--- src/hw/rtl/length_prefixed_frame_deframer_defines.svh ---
// Assertion macros for the frame deframer.
// Build with NO_ASSERTIONS defined to leave every check out.
`ifndef LENGTH_PREFIXED_FRAME_DEFRAMER_DEFINES_SVH
`define LENGTH_PREFIXED_FRAME_DEFRAMER_DEFINES_SVH

`ifndef NO_ASSERTIONS

`define LPFD_ASSERT(label, clk, rst_n, prop, msg) \
  label: assert property (@(posedge clk) disable iff (!rst_n) prop) else $error(msg);

`define LPFD_ASSERT_NEVER(label, clk, rst_n, expr, msg) \
  label: assert property (@(posedge clk) disable iff (!rst_n) !(expr)) else $error(msg);

`else

`define LPFD_ASSERT(label, clk, rst_n, prop, msg)

`define LPFD_ASSERT_NEVER(label, clk, rst_n, expr, msg)

`endif

`endif

--- src/hw/rtl/lpfd_pkg.sv ---
`default_nettype none

package lpfd_pkg;

  localparam int unsigned MAX_FRAME_LIMIT_DEF = 65536;
  localparam int unsigned CFG_W = 17;
  localparam logic [CFG_W-1:0] MAX_FRAME_RESET = CFG_W'(64 * 1024);

  typedef enum logic [1:0] {
    PH_HEADER  = 2'd0,
    PH_TYPE    = 2'd1,
    PH_PAYLOAD = 2'd2
  } phase_t;

  // One result word as it leaves the parser.
  typedef struct packed {
    logic       valid;
    logic [7:0] frame_type;
    logic [7:0] payload_byte;
    logic       has_payload;
    logic       last_of_frame;
    logic       status;
  } result_t;

endpackage

`default_nettype wire

--- src/hw/rtl/lpfd_parser.sv ---
`default_nettype none

module lpfd_parser #(
  parameter int unsigned MAX_FRAME_LIMIT = lpfd_pkg::MAX_FRAME_LIMIT_DEF
) (
  input  wire logic                       clk,
  input  wire logic                       rst_n,
  input  wire logic                       fire,
  input  wire logic [7:0]                 rx_byte,
  input  wire logic [lpfd_pkg::CFG_W-1:0] max_frame_length,
  output lpfd_pkg::result_t               res
);

  localparam int unsigned LEFT_W = (MAX_FRAME_LIMIT > 2) ? $clog2(MAX_FRAME_LIMIT) : 1;
  localparam logic [31:0] LIMIT32 = 32'(MAX_FRAME_LIMIT);

  lpfd_pkg::phase_t    phase_r, phase_nxt;
  logic [1:0]          hc_r, hc_nxt;
  logic [23:0]         len_r, len_nxt;
  logic [LEFT_W-1:0]   left_r, left_nxt;
  logic [7:0]          type_r, type_nxt;
  logic                failed_r, failed_nxt;

  logic [31:0] cfg_ext;
  logic [31:0] limit;
  logic [31:0] len_full;

  assign cfg_ext  = 32'(max_frame_length);
  assign limit    = (cfg_ext > LIMIT32) ? LIMIT32 : cfg_ext;
  assign len_full = {rx_byte, len_r};

  always_ff @(posedge clk) begin
    if (!rst_n) begin
      phase_r  <= lpfd_pkg::PH_HEADER;
      hc_r     <= 2'd0;
      len_r    <= '0;
      left_r   <= '0;
      type_r   <= '0;
      failed_r <= 1'b0;
    end else begin
      phase_r  <= phase_nxt;
      hc_r     <= hc_nxt;
      len_r    <= len_nxt;
      left_r   <= left_nxt;
      type_r   <= type_nxt;
      failed_r <= failed_nxt;
    end
  end

  always_comb begin
    phase_nxt  = phase_r;
    hc_nxt     = hc_r;
    len_nxt    = len_r;
    left_nxt   = left_r;
    type_nxt   = type_r;
    failed_nxt = failed_r;
    res        = '0;

    if (fire && !failed_r) begin
      unique case (phase_r)
        lpfd_pkg::PH_TYPE: begin
          type_nxt = rx_byte;
          if (left_r == '0) begin
            res.valid         = 1'b1;
            res.frame_type    = rx_byte;
            res.last_of_frame = 1'b1;
            phase_nxt         = lpfd_pkg::PH_HEADER;
          end else begin
            phase_nxt = lpfd_pkg::PH_PAYLOAD;
          end
        end
        lpfd_pkg::PH_PAYLOAD: begin
          res.valid         = 1'b1;
          res.frame_type    = type_r;
          res.payload_byte  = rx_byte;
          res.has_payload   = 1'b1;
          res.last_of_frame = (left_r <= LEFT_W'(1));
          left_nxt          = left_r - LEFT_W'(1);
          if (left_r <= LEFT_W'(1)) begin
            phase_nxt = lpfd_pkg::PH_HEADER;
            left_nxt  = '0;
          end
        end
        lpfd_pkg::PH_HEADER: begin
          hc_nxt = hc_r + 2'd1;
          if (hc_r != 2'd3) begin
            len_nxt[{hc_r, 3'b000} +: 8] = rx_byte;
          end else begin
            // Fourth length byte: check the full length against the limit.
            len_nxt = '0;
            if (len_full == 32'd0 || len_full > limit) begin
              failed_nxt = 1'b1;
              left_nxt   = '0;
              res.valid  = 1'b1;
              res.status = 1'b1;
            end else begin
              left_nxt  = LEFT_W'(len_full - 32'd1);
              phase_nxt = lpfd_pkg::PH_TYPE;
            end
          end
        end
        default: begin
          phase_nxt = lpfd_pkg::PH_HEADER;
        end
      endcase
    end
  end

endmodule

`default_nettype wire

--- src/hw/rtl/length_prefixed_frame_deframer.sv ---
// Length-prefixed frame deframer. Takes one received byte per word, up to one
// word per clock cycle unless stalled. Each frame is a 4-byte little-endian
// length, a type byte and length-1 payload bytes; every payload byte comes out
// with its frame type and a last mark, and a frame without payload gives one
// empty word at its type byte. A length of zero or above the smaller of
// max_frame_length and MAX_FRAME_LIMIT gives one word with status set, after
// which all input is taken and dropped until reset. A byte waits in an input
// register while the parser works on it, and its result is caught in the output
// register. The input stalls only while a byte waits behind a result word that
// out_stall holds. Write max_frame_length only while idle.
`default_nettype none

`include "length_prefixed_frame_deframer_defines.svh"

module length_prefixed_frame_deframer #(
  parameter int unsigned MAX_FRAME_LIMIT = lpfd_pkg::MAX_FRAME_LIMIT_DEF
) (
  input  wire logic                       clk,
  input  wire logic                       rst_n,
  input  wire logic                       in_valid,
  output logic                            in_stall,
  input  wire logic [7:0]                 in_rx_byte,
  output logic                            out_valid,
  input  wire logic                       out_stall,
  output logic [7:0]                      out_frame_type,
  output logic [7:0]                      out_payload_byte,
  output logic                            out_has_payload,
  output logic                            out_last_of_frame,
  output logic                            out_status,
  input  wire logic                       cfg_valid,
  output logic                            cfg_ready,
  input  wire logic [lpfd_pkg::CFG_W-1:0] cfg_max_frame_length
);

  logic                       in_valid_r;
  logic [7:0]                 in_byte_r;
  logic [lpfd_pkg::CFG_W-1:0] max_len_r;
  logic                       out_valid_r;
  lpfd_pkg::result_t          res;
  lpfd_pkg::result_t          res_r;
  logic                       advance;
  logic                       fire;
  logic                       err_dirty;
  logic                       empty_unmarked;

  // The parser stage moves whenever the output register is free or draining.
  assign advance   = !(out_valid_r && out_stall);
  assign fire      = in_valid_r && advance;
  assign in_stall  = in_valid_r && !advance;
  assign cfg_ready = 1'b1;

  always_ff @(posedge clk) begin
    if (!rst_n) begin
      max_len_r <= lpfd_pkg::MAX_FRAME_RESET;
    end else if (cfg_valid && cfg_ready) begin
      max_len_r <= cfg_max_frame_length;
    end
  end

  always_ff @(posedge clk) begin
    if (!rst_n) begin
      in_valid_r <= 1'b0;
    end else if (!in_stall) begin
      in_valid_r <= in_valid;
    end
  end

  always_ff @(posedge clk) begin
    if (in_valid && !in_stall) begin
      in_byte_r <= in_rx_byte;
    end
  end

  lpfd_parser #(
    .MAX_FRAME_LIMIT(MAX_FRAME_LIMIT)
  ) u_parser (
    .clk             (clk),
    .rst_n           (rst_n),
    .fire            (fire),
    .rx_byte         (in_byte_r),
    .max_frame_length(max_len_r),
    .res             (res)
  );

  always_ff @(posedge clk) begin
    if (!rst_n) begin
      out_valid_r <= 1'b0;
    end else if (advance) begin
      out_valid_r <= res.valid;
    end
  end

  always_ff @(posedge clk) begin
    if (advance && res.valid) begin
      res_r <= res;
    end
  end

  assign out_valid         = out_valid_r;
  assign out_frame_type    = res_r.frame_type;
  assign out_payload_byte  = res_r.payload_byte;
  assign out_has_payload   = res_r.has_payload;
  assign out_last_of_frame = res_r.last_of_frame;
  assign out_status        = res_r.status;

  assign err_dirty = out_valid && out_status &&
                     (out_has_payload || out_last_of_frame ||
                      out_payload_byte != 8'd0 || out_frame_type != 8'd0);
  assign empty_unmarked = out_valid && !out_status && !out_has_payload && !out_last_of_frame;

  `LPFD_ASSERT_NEVER(a_err_fields_clear, clk, rst_n, err_dirty, "error word carries data")
  `LPFD_ASSERT_NEVER(a_empty_is_last, clk, rst_n, empty_unmarked, "empty word not marked last")
  `LPFD_ASSERT(a_word_src, clk, rst_n, $rose(out_valid) |-> $past(in_valid_r), "orphan result word")

endmodule

`default_nettype wire
--- config.mk ---
export PLATFORM = sky130hd
export DESIGN_NAME = length_prefixed_frame_deframer
export DESIGN_NICKNAME = d
export VERILOG_FILES = /design/src/hw/rtl/lpfd_pkg.sv /design/src/hw/rtl/lpfd_parser.sv /design/src/hw/rtl/length_prefixed_frame_deframer.sv
export VERILOG_INCLUDE_DIRS = /design/src /design/src/hw/rtl
export SDC_FILE = /design/constraint.sdc
export NUM_CORES = 1
export LEC_CHECK = 0
export BUFFER_PORTS_ARGS = -buffer_cell sky130_fd_sc_hd__buf_2
export CAP_MARGIN = 15
export CELL_PAD_IN_SITES_DETAIL_PLACEMENT = 1
export CELL_PAD_IN_SITES_GLOBAL_PLACEMENT = 2
export CORE_MARGIN = 10
export CORE_UTILIZATION = 39
export DETAILED_ROUTE_END_ITERATION = 10
export PLACE_DENSITY = 0.8
export SETUP_SLACK_MARGIN = 0.4
export SLEW_MARGIN = 20
export SYNTH_ARGS = -nofsm -noshare
export SYNTH_HDL_FRONTEND = slang
export SYNTH_SLANG_ARGS = --single-unit
--- constraint.sdc ---
create_clock -name clk -period 6.2 [get_ports clk]
set_clock_uncertainty 0.1 [all_clocks]
set_input_delay 1.24 -clock clk [delete_from_list [all_inputs] [get_ports clk]]
set_output_delay 1.24 -clock clk [all_outputs]
set_load 0.005 [all_outputs]
[Word level (Yosys, flattened, before mapping)]
Cells that the tools add are included.
Cells by class
  $add $sub $neg: 4
  $mul: 0
  divide/modulo/power cells: 0
  order comparisons: 3
  equal/unequal tests: 6
  shifts and indexed selects: 2
  mux-type cells: 22
  bitwise gates (word level): 1
  reduce and logical (&&, ||, !) cells: 20
Operators with widths (number)
  $mux 16: 3
  $gt 32x17->1: 1
  $logic_not 32->1: 1
  $pmux 16 s2: 1
  $sub 16x1->16 const B: 2
  $bwmux 24: 1
  $mux 24: 1
  $shift 8x7->24 const A: 1
  $shiftx 8x7->24: 1
  $mux 20: 1
  $mux 9: 2
  $gt 17x17->1 const B: 1
  $mux 17: 1
  $le 16x1->1 const B: 1
  $logic_not 16->1: 1
  $pmux 8 s2: 1
  $mux 2: 4
  $reduce_and 4->1: 2
  $neg 5->7: 1
  $logic_and 1x1->1: 6
  $ne 2x2->1 const B: 3
  $pmux 2 s3: 1
  $reduce_and 2->1: 3
  $mux 1: 4
  other kinds (12): 14
Storage, ports and cells
  register bits: 99
  latch bits: 0
  bits in writable memories: 0
  memory bits (read-only): 0
  bits of input ports: 30
  output and inout bits: 22
  word-level logic and storage cells: 73
  memories: 0

[Depth between registers and ports, before layout]
  depth in word-level cells: 9
  depth in mapped cells: 12
  mapped depth without buffers: 10

[Hierarchy]
Synthesis repeated with hierarchy kept, for this count alone.
Second synthesis, totals
  cell total of the unflattened synthesis: 548
  area, all modules: 5152.4 µm²
By module, submodules not included
  lpfd_parser: instances 1, cells an instance 456, area each 3593.4 µm²
  length_prefixed_frame_deframer: instances 1, cells an instance 92, area each 1559.0 µm²

[Least setup slack after synthesis]
Ideal clock, no wire load.
  path kind: reg2reg
  start point: register max_len_r[4] (netlist name)
  end point: register res_r (netlist bit out_frame_type[0]), enable pin
  arrival: 3.372 ns
  required time: 5.700 ns
  setup slack: 2.328 ns
  stages on the path, launching flop included: 13
  period minus slack after synthesis: 3.872 ns
  cell sequence: dfxtp_1 nor4_1 a41o_1 clkbuf_1 nand2_1 ha_1 nand4_1 nor3_1 o21ai_0 a21oi_1 clkbuf_1 nor2_1 o2bb2ai_1
On the way
  cells in the longest elaborated chain, start to end: 9
RTL lines
  start: declaration: RTL line length_prefixed_frame_deframer.sv:37  | logic [lpfd_pkg::CFG_W-1:0] max_len_r;
  start signal: assignment: RTL line length_prefixed_frame_deframer.sv:54  | max_len_r <= lpfd_pkg::MAX_FRAME_RESET;
  start signal: assignment: RTL line length_prefixed_frame_deframer.sv:56  | max_len_r <= cfg_max_frame_length;
  $gt 17x17->1: RTL line lpfd_parser.sv:29  | assign limit = (cfg_ext > LIMIT32) ? LIMIT32 : cfg_ext;
  $mux 17 (*): RTL line lpfd_parser.sv:29
  $gt 32x17->1 (*): RTL line lpfd_parser.sv:91  | if (len_full == 32'd0 || len_full > limit) begin
  $logic_or 1x1->1 (*): RTL line lpfd_parser.sv:91
  $mux 1 (*): RTL line lpfd_parser.sv:91
  $mux 1 (*): RTL line lpfd_parser.sv:86  | if (hc_r != 2'd3) begin
  $pmux 1 s3 (*): RTL line lpfd_parser.sv:60  | unique case (phase_r)
  $mux 20 (*): RTL line lpfd_parser.sv:59  | if (fire && !failed_r) begin
  $logic_and 1x1->1 (*): RTL line length_prefixed_frame_deframer.sv:94  | if (advance && res.valid) begin
  end signal: assignment: RTL line length_prefixed_frame_deframer.sv:95  | res_r <= res;
  end: declaration: RTL line length_prefixed_frame_deframer.sv:40  | lpfd_pkg::result_t res_r;
Mark *: on every way between the ends. The rest lies on a longest branch, timed or not.
A chain may end at the register's enable or synchronous reset.

[Worst setup path in the final report]
  start point: register max_len_r[4] (netlist name)
  end point: register res_r (netlist bit out_payload_byte[7]), enable pin
Same word-level chain as after synthesis.

==> out/qor.csv <==
stage,metric,value,unit
grt,grtUsageTotal,17.03,%
worst_hold_path,min_path_type,reg2reg,
setup_path,crit_type,reg2reg,
logic_synthesis,synthAdderAreaFrac,6.998,%
timing,fmax,0.2638,GHz
floorplan,die_area,18310,um^2
grt,grt_pass1_vias,4679,
setup_path,slowest_stage,o2bb2ai_2,
timing,holdWs,0.3624,ns
logic_synthesis,synth_warnings,0,
detailed_routing,viasPerCell,5.723,
timing,maxSlewHeadroom,38.08,%
placed_design,placed_cell_area,5529,um^2
layout,nets,666,
clock_tree,root_buffer,clkbuf_16,
logic_synthesis,synth_top_family_by_area,simple AND/OR/NAND/NOR gates,
logic_synthesis,synth_edf_count,27,
timing,worst_slack,2.409,ns
layout,fin_area,5836,um^2
placed_design,dp.cells,772,
power_and_ir_drop,ir_drop,0.1426,mV
grt,grt.met3_usage,3.375,%
floorplan,initial_core_util,39.47,%
timing,hold_violations,0,
detailed_routing,drc,0,
setup_path,cpPeakStageDelay,0.77,ns
logic_synthesis,synth_area_per_cell,8.971,um^2
logic_synthesis,syn_inst,578,
grt,antenna_found_initial,0,
setup_path,critPathLaunchType,flop,
logic_synthesis,synth.yosys.seq_area_share,43.44,%
timing,period_needed,3.791,ns
clock_tree,cts_setup_buffers,0,
detailed_routing,vias,4510,
logic_synthesis,yosys_register_bits,99,
floorplan,coreArea,13140,um^2
floorplan,fp.dieW,135.3,um
logic_synthesis,synth_ff_type,dfxtp_1,
logic_synthesis,synthMuxAreaShare,4.657,%
clock_tree,cts_tree,yes,
timing,setup_viol,0,
grt,grt_max_degree,64,
timing,setup_tns,0,ns
layout,final_common_cell,dfxtp_1,
setup_path,worst-path-buf-inv,1,
floorplan,num_rows,42,
placed_design,dp_hpwl,11420,um
run,cap_viol_max_count,0,
clock_tree,clk_latency,0.36,ns
placed_design,place.gp.congestion,0.8472,
floorplan,io_pins,52,
detailed_routing,avgRoutedWirePerCell,19.55,um
timing,worst_pin_slew,0.9233,ns
power_and_ir_drop,power,1.411,mW
detailed_routing,wl,15410,um
placed_design,port_buffers,50,
setup_path,reg2reg_slack,2.41,ns
setup_path,critical_path.max_fanout,19,
power_and_ir_drop,p_leak,2.330,nW
layout,final_cell_mix,"dfxtp_1 (72), nand2_1 (66), nor2_1 (58)",
logic_synthesis,synthArstFlopShare,0,%
detailed_routing,first_pass_iters,4,
grt,grt_use_met1,21.38,%
grt,grt_pass1_wl,24940,um
clock_tree,cts_num_sinks,99,
layout,fin_util,44.42,%
detailed_routing,ant_nets,0,
logic_synthesis,synth-simple-area-share,22.95,%
placed_design,post-place-ws,2.383,ns
timing,finalCritPeriodShare,61.15,%
clock_tree,cts_resized,0,
logic_synthesis,synthesis.nets,637,
logic_synthesis,synth_xor_area_share,2.534,%
power_and_ir_drop,power.density,241.8,nW/um^2
logic_synthesis,synth_compound_area_share,15.64,%
logic_synthesis,syn_area,5185,um^2
clock_tree,htree_num_levels,3,
layout,antenna_cells,0,
setup_path,worstPathArrival,3.68,ns
timing,rsz0062_at_grt,false,
setup_path,critPathTopFamily,compound AO/OA/AOI/OAI gates,
grt,met2_usage,27.62,%
floorplan,fp.dieH,135.3,um
setup_path,cp_cell_sequence,nor4_1 -> a41o_1 -> nand2_1 -> ha_1 -> nand4_1 -> nor3_1 -> o21ai_0 -> a21oi_1 -> buf_4 -> nor2_1 -> o2bb2ai_2,
timing,finalMaxSlewViolations,0,
logic_synthesis,ys_types,66,
clock_tree,cts_hold_buf,0,
grt,gr-max-usage-layer,met2,
grt,grt_overflow,0,
clock_tree,cts_buffers,9,
status,outcome,"complete, no violations",
layout,syn_to_final_growth,12.55,%
setup_path,cp-end-kind,flop,
detailed_routing,drt_iter0_drc,288,
clock_tree,clock_path_buffers,2,
layout,drive_above_1_share,13.07,%
layout,fin_cells,788,
clock_tree,clk_pin_slew_worst_paths,0.08,ns
setup_path,required,6.08,ns
==> final cells by class <==
type / instances / area (um^2)
Sequential cell: 99 / 2252
Clock buffer: 9 / 225.2
Fill cell: 1548 / 7302
Timing Repair Buffer: 51 / 257.7
Clock inverter: 7 / 80.08
Tap cell: 176 / 220.2
Inverter: 14 / 53.80
Multi-Input combinational cell: 432 / 2746
==> cells in the mapped netlist, drive strengths merged (3+ instances only) <==
| master | count | area [um^2] |
|---|---|---|
| nor3b | 3 | 22.52 |
| a22oi | 14 | 105.1 |
| ha | 29 | 362.9 |
| nor3 | 17 | 96.35 |
| xor2 | 6 | 52.55 |
| dfxtp | 72 | 1441 |
| inv | 13 | 48.79 |
| o22ai | 7 | 43.79 |
| nor2b | 3 | 18.77 |
| and3 | 4 | 25.02 |
| nor4 | 18 | 127.6 |
| nor2 | 58 | 217.7 |
| a31oi | 3 | 18.77 |
| xnor2 | 9 | 78.83 |
| nand3 | 31 | 155.2 |
| edfxtp | 27 | 810.8 |
| or3 | 6 | 42.54 |
| mux2i | 23 | 230.2 |
| buf | 6 | 38.78 |
| o21ai | 16 | 80.08 |
| nand4 | 3 | 18.77 |
| or4 | 11 | 86.33 |
| o211ai | 5 | 37.54 |
| nand2 | 67 | 254.0 |
| clkbuf | 27 | 101.4 |
| a21oi | 49 | 245.2 |
| and2 | 10 | 62.56 |
==> power by group <==
group / switching, mW / internal [mW] / total [mW]
clock network: 0.289 / 0.287 / 0.577
registers: 0.0237 / 0.676 / 0.700
logic: 0.0821 / 0.0526 / 0.135
==> worst paths after layout <==
check | from | to | cells past startpoint
worst min-delay path | u_parser.len_r[20] | u_parser.len_r[20] | 2
worst max register to register | max_len_r[4] | out_payload_byte[7] | 11
worst max-delay path | max_len_r[4] | out_payload_byte[7] | 11
worst min register to register | u_parser.len_r[20] | u_parser.len_r[20] | 2
==> kinds of logic (layout without fill, tap and decap cells) <==
family	Yosys count	after routing
compound gates	124	124
xor+xnor	15	15
simple gates	239	239
flops	99	99
buf+inv	47	81
mux	24	24
other cells	1	1
fa+ha+maj	29	29
==> worst min-delay path: cells and delay by family, from the launching register on <==
kind,cells,cell delay [ns]
AND/OR/NAND/NOR,1,0.05
AO/OA/AOI/OAI,1,0.05
flip-flops,1,0.32
==> flip-flops by register name (all words and copies together) (netlist names), 2 cells and up <==
| register | count |
|---|---|
| u_parser.hc_r | 2 |
| out_frame_type | 8 |
| u_parser.left_r | 16 |
| max_len_r | 17 |
| u_parser.len_r | 24 |
| out_payload_byte | 8 |
| u_parser.phase_r | 2 |
| u_parser.type_r | 8 |
| in_byte_r | 8 |
==> per-layer routing <==
metal / vias up / wire length (um)
met5: - / 0
met4: 0 / 469
met3: 28 / 522
met2: 74 / 7257
li1: 2172 / -
met1: 2236 / 7159
No activity file was read; power rests on OpenSTA's default activity.
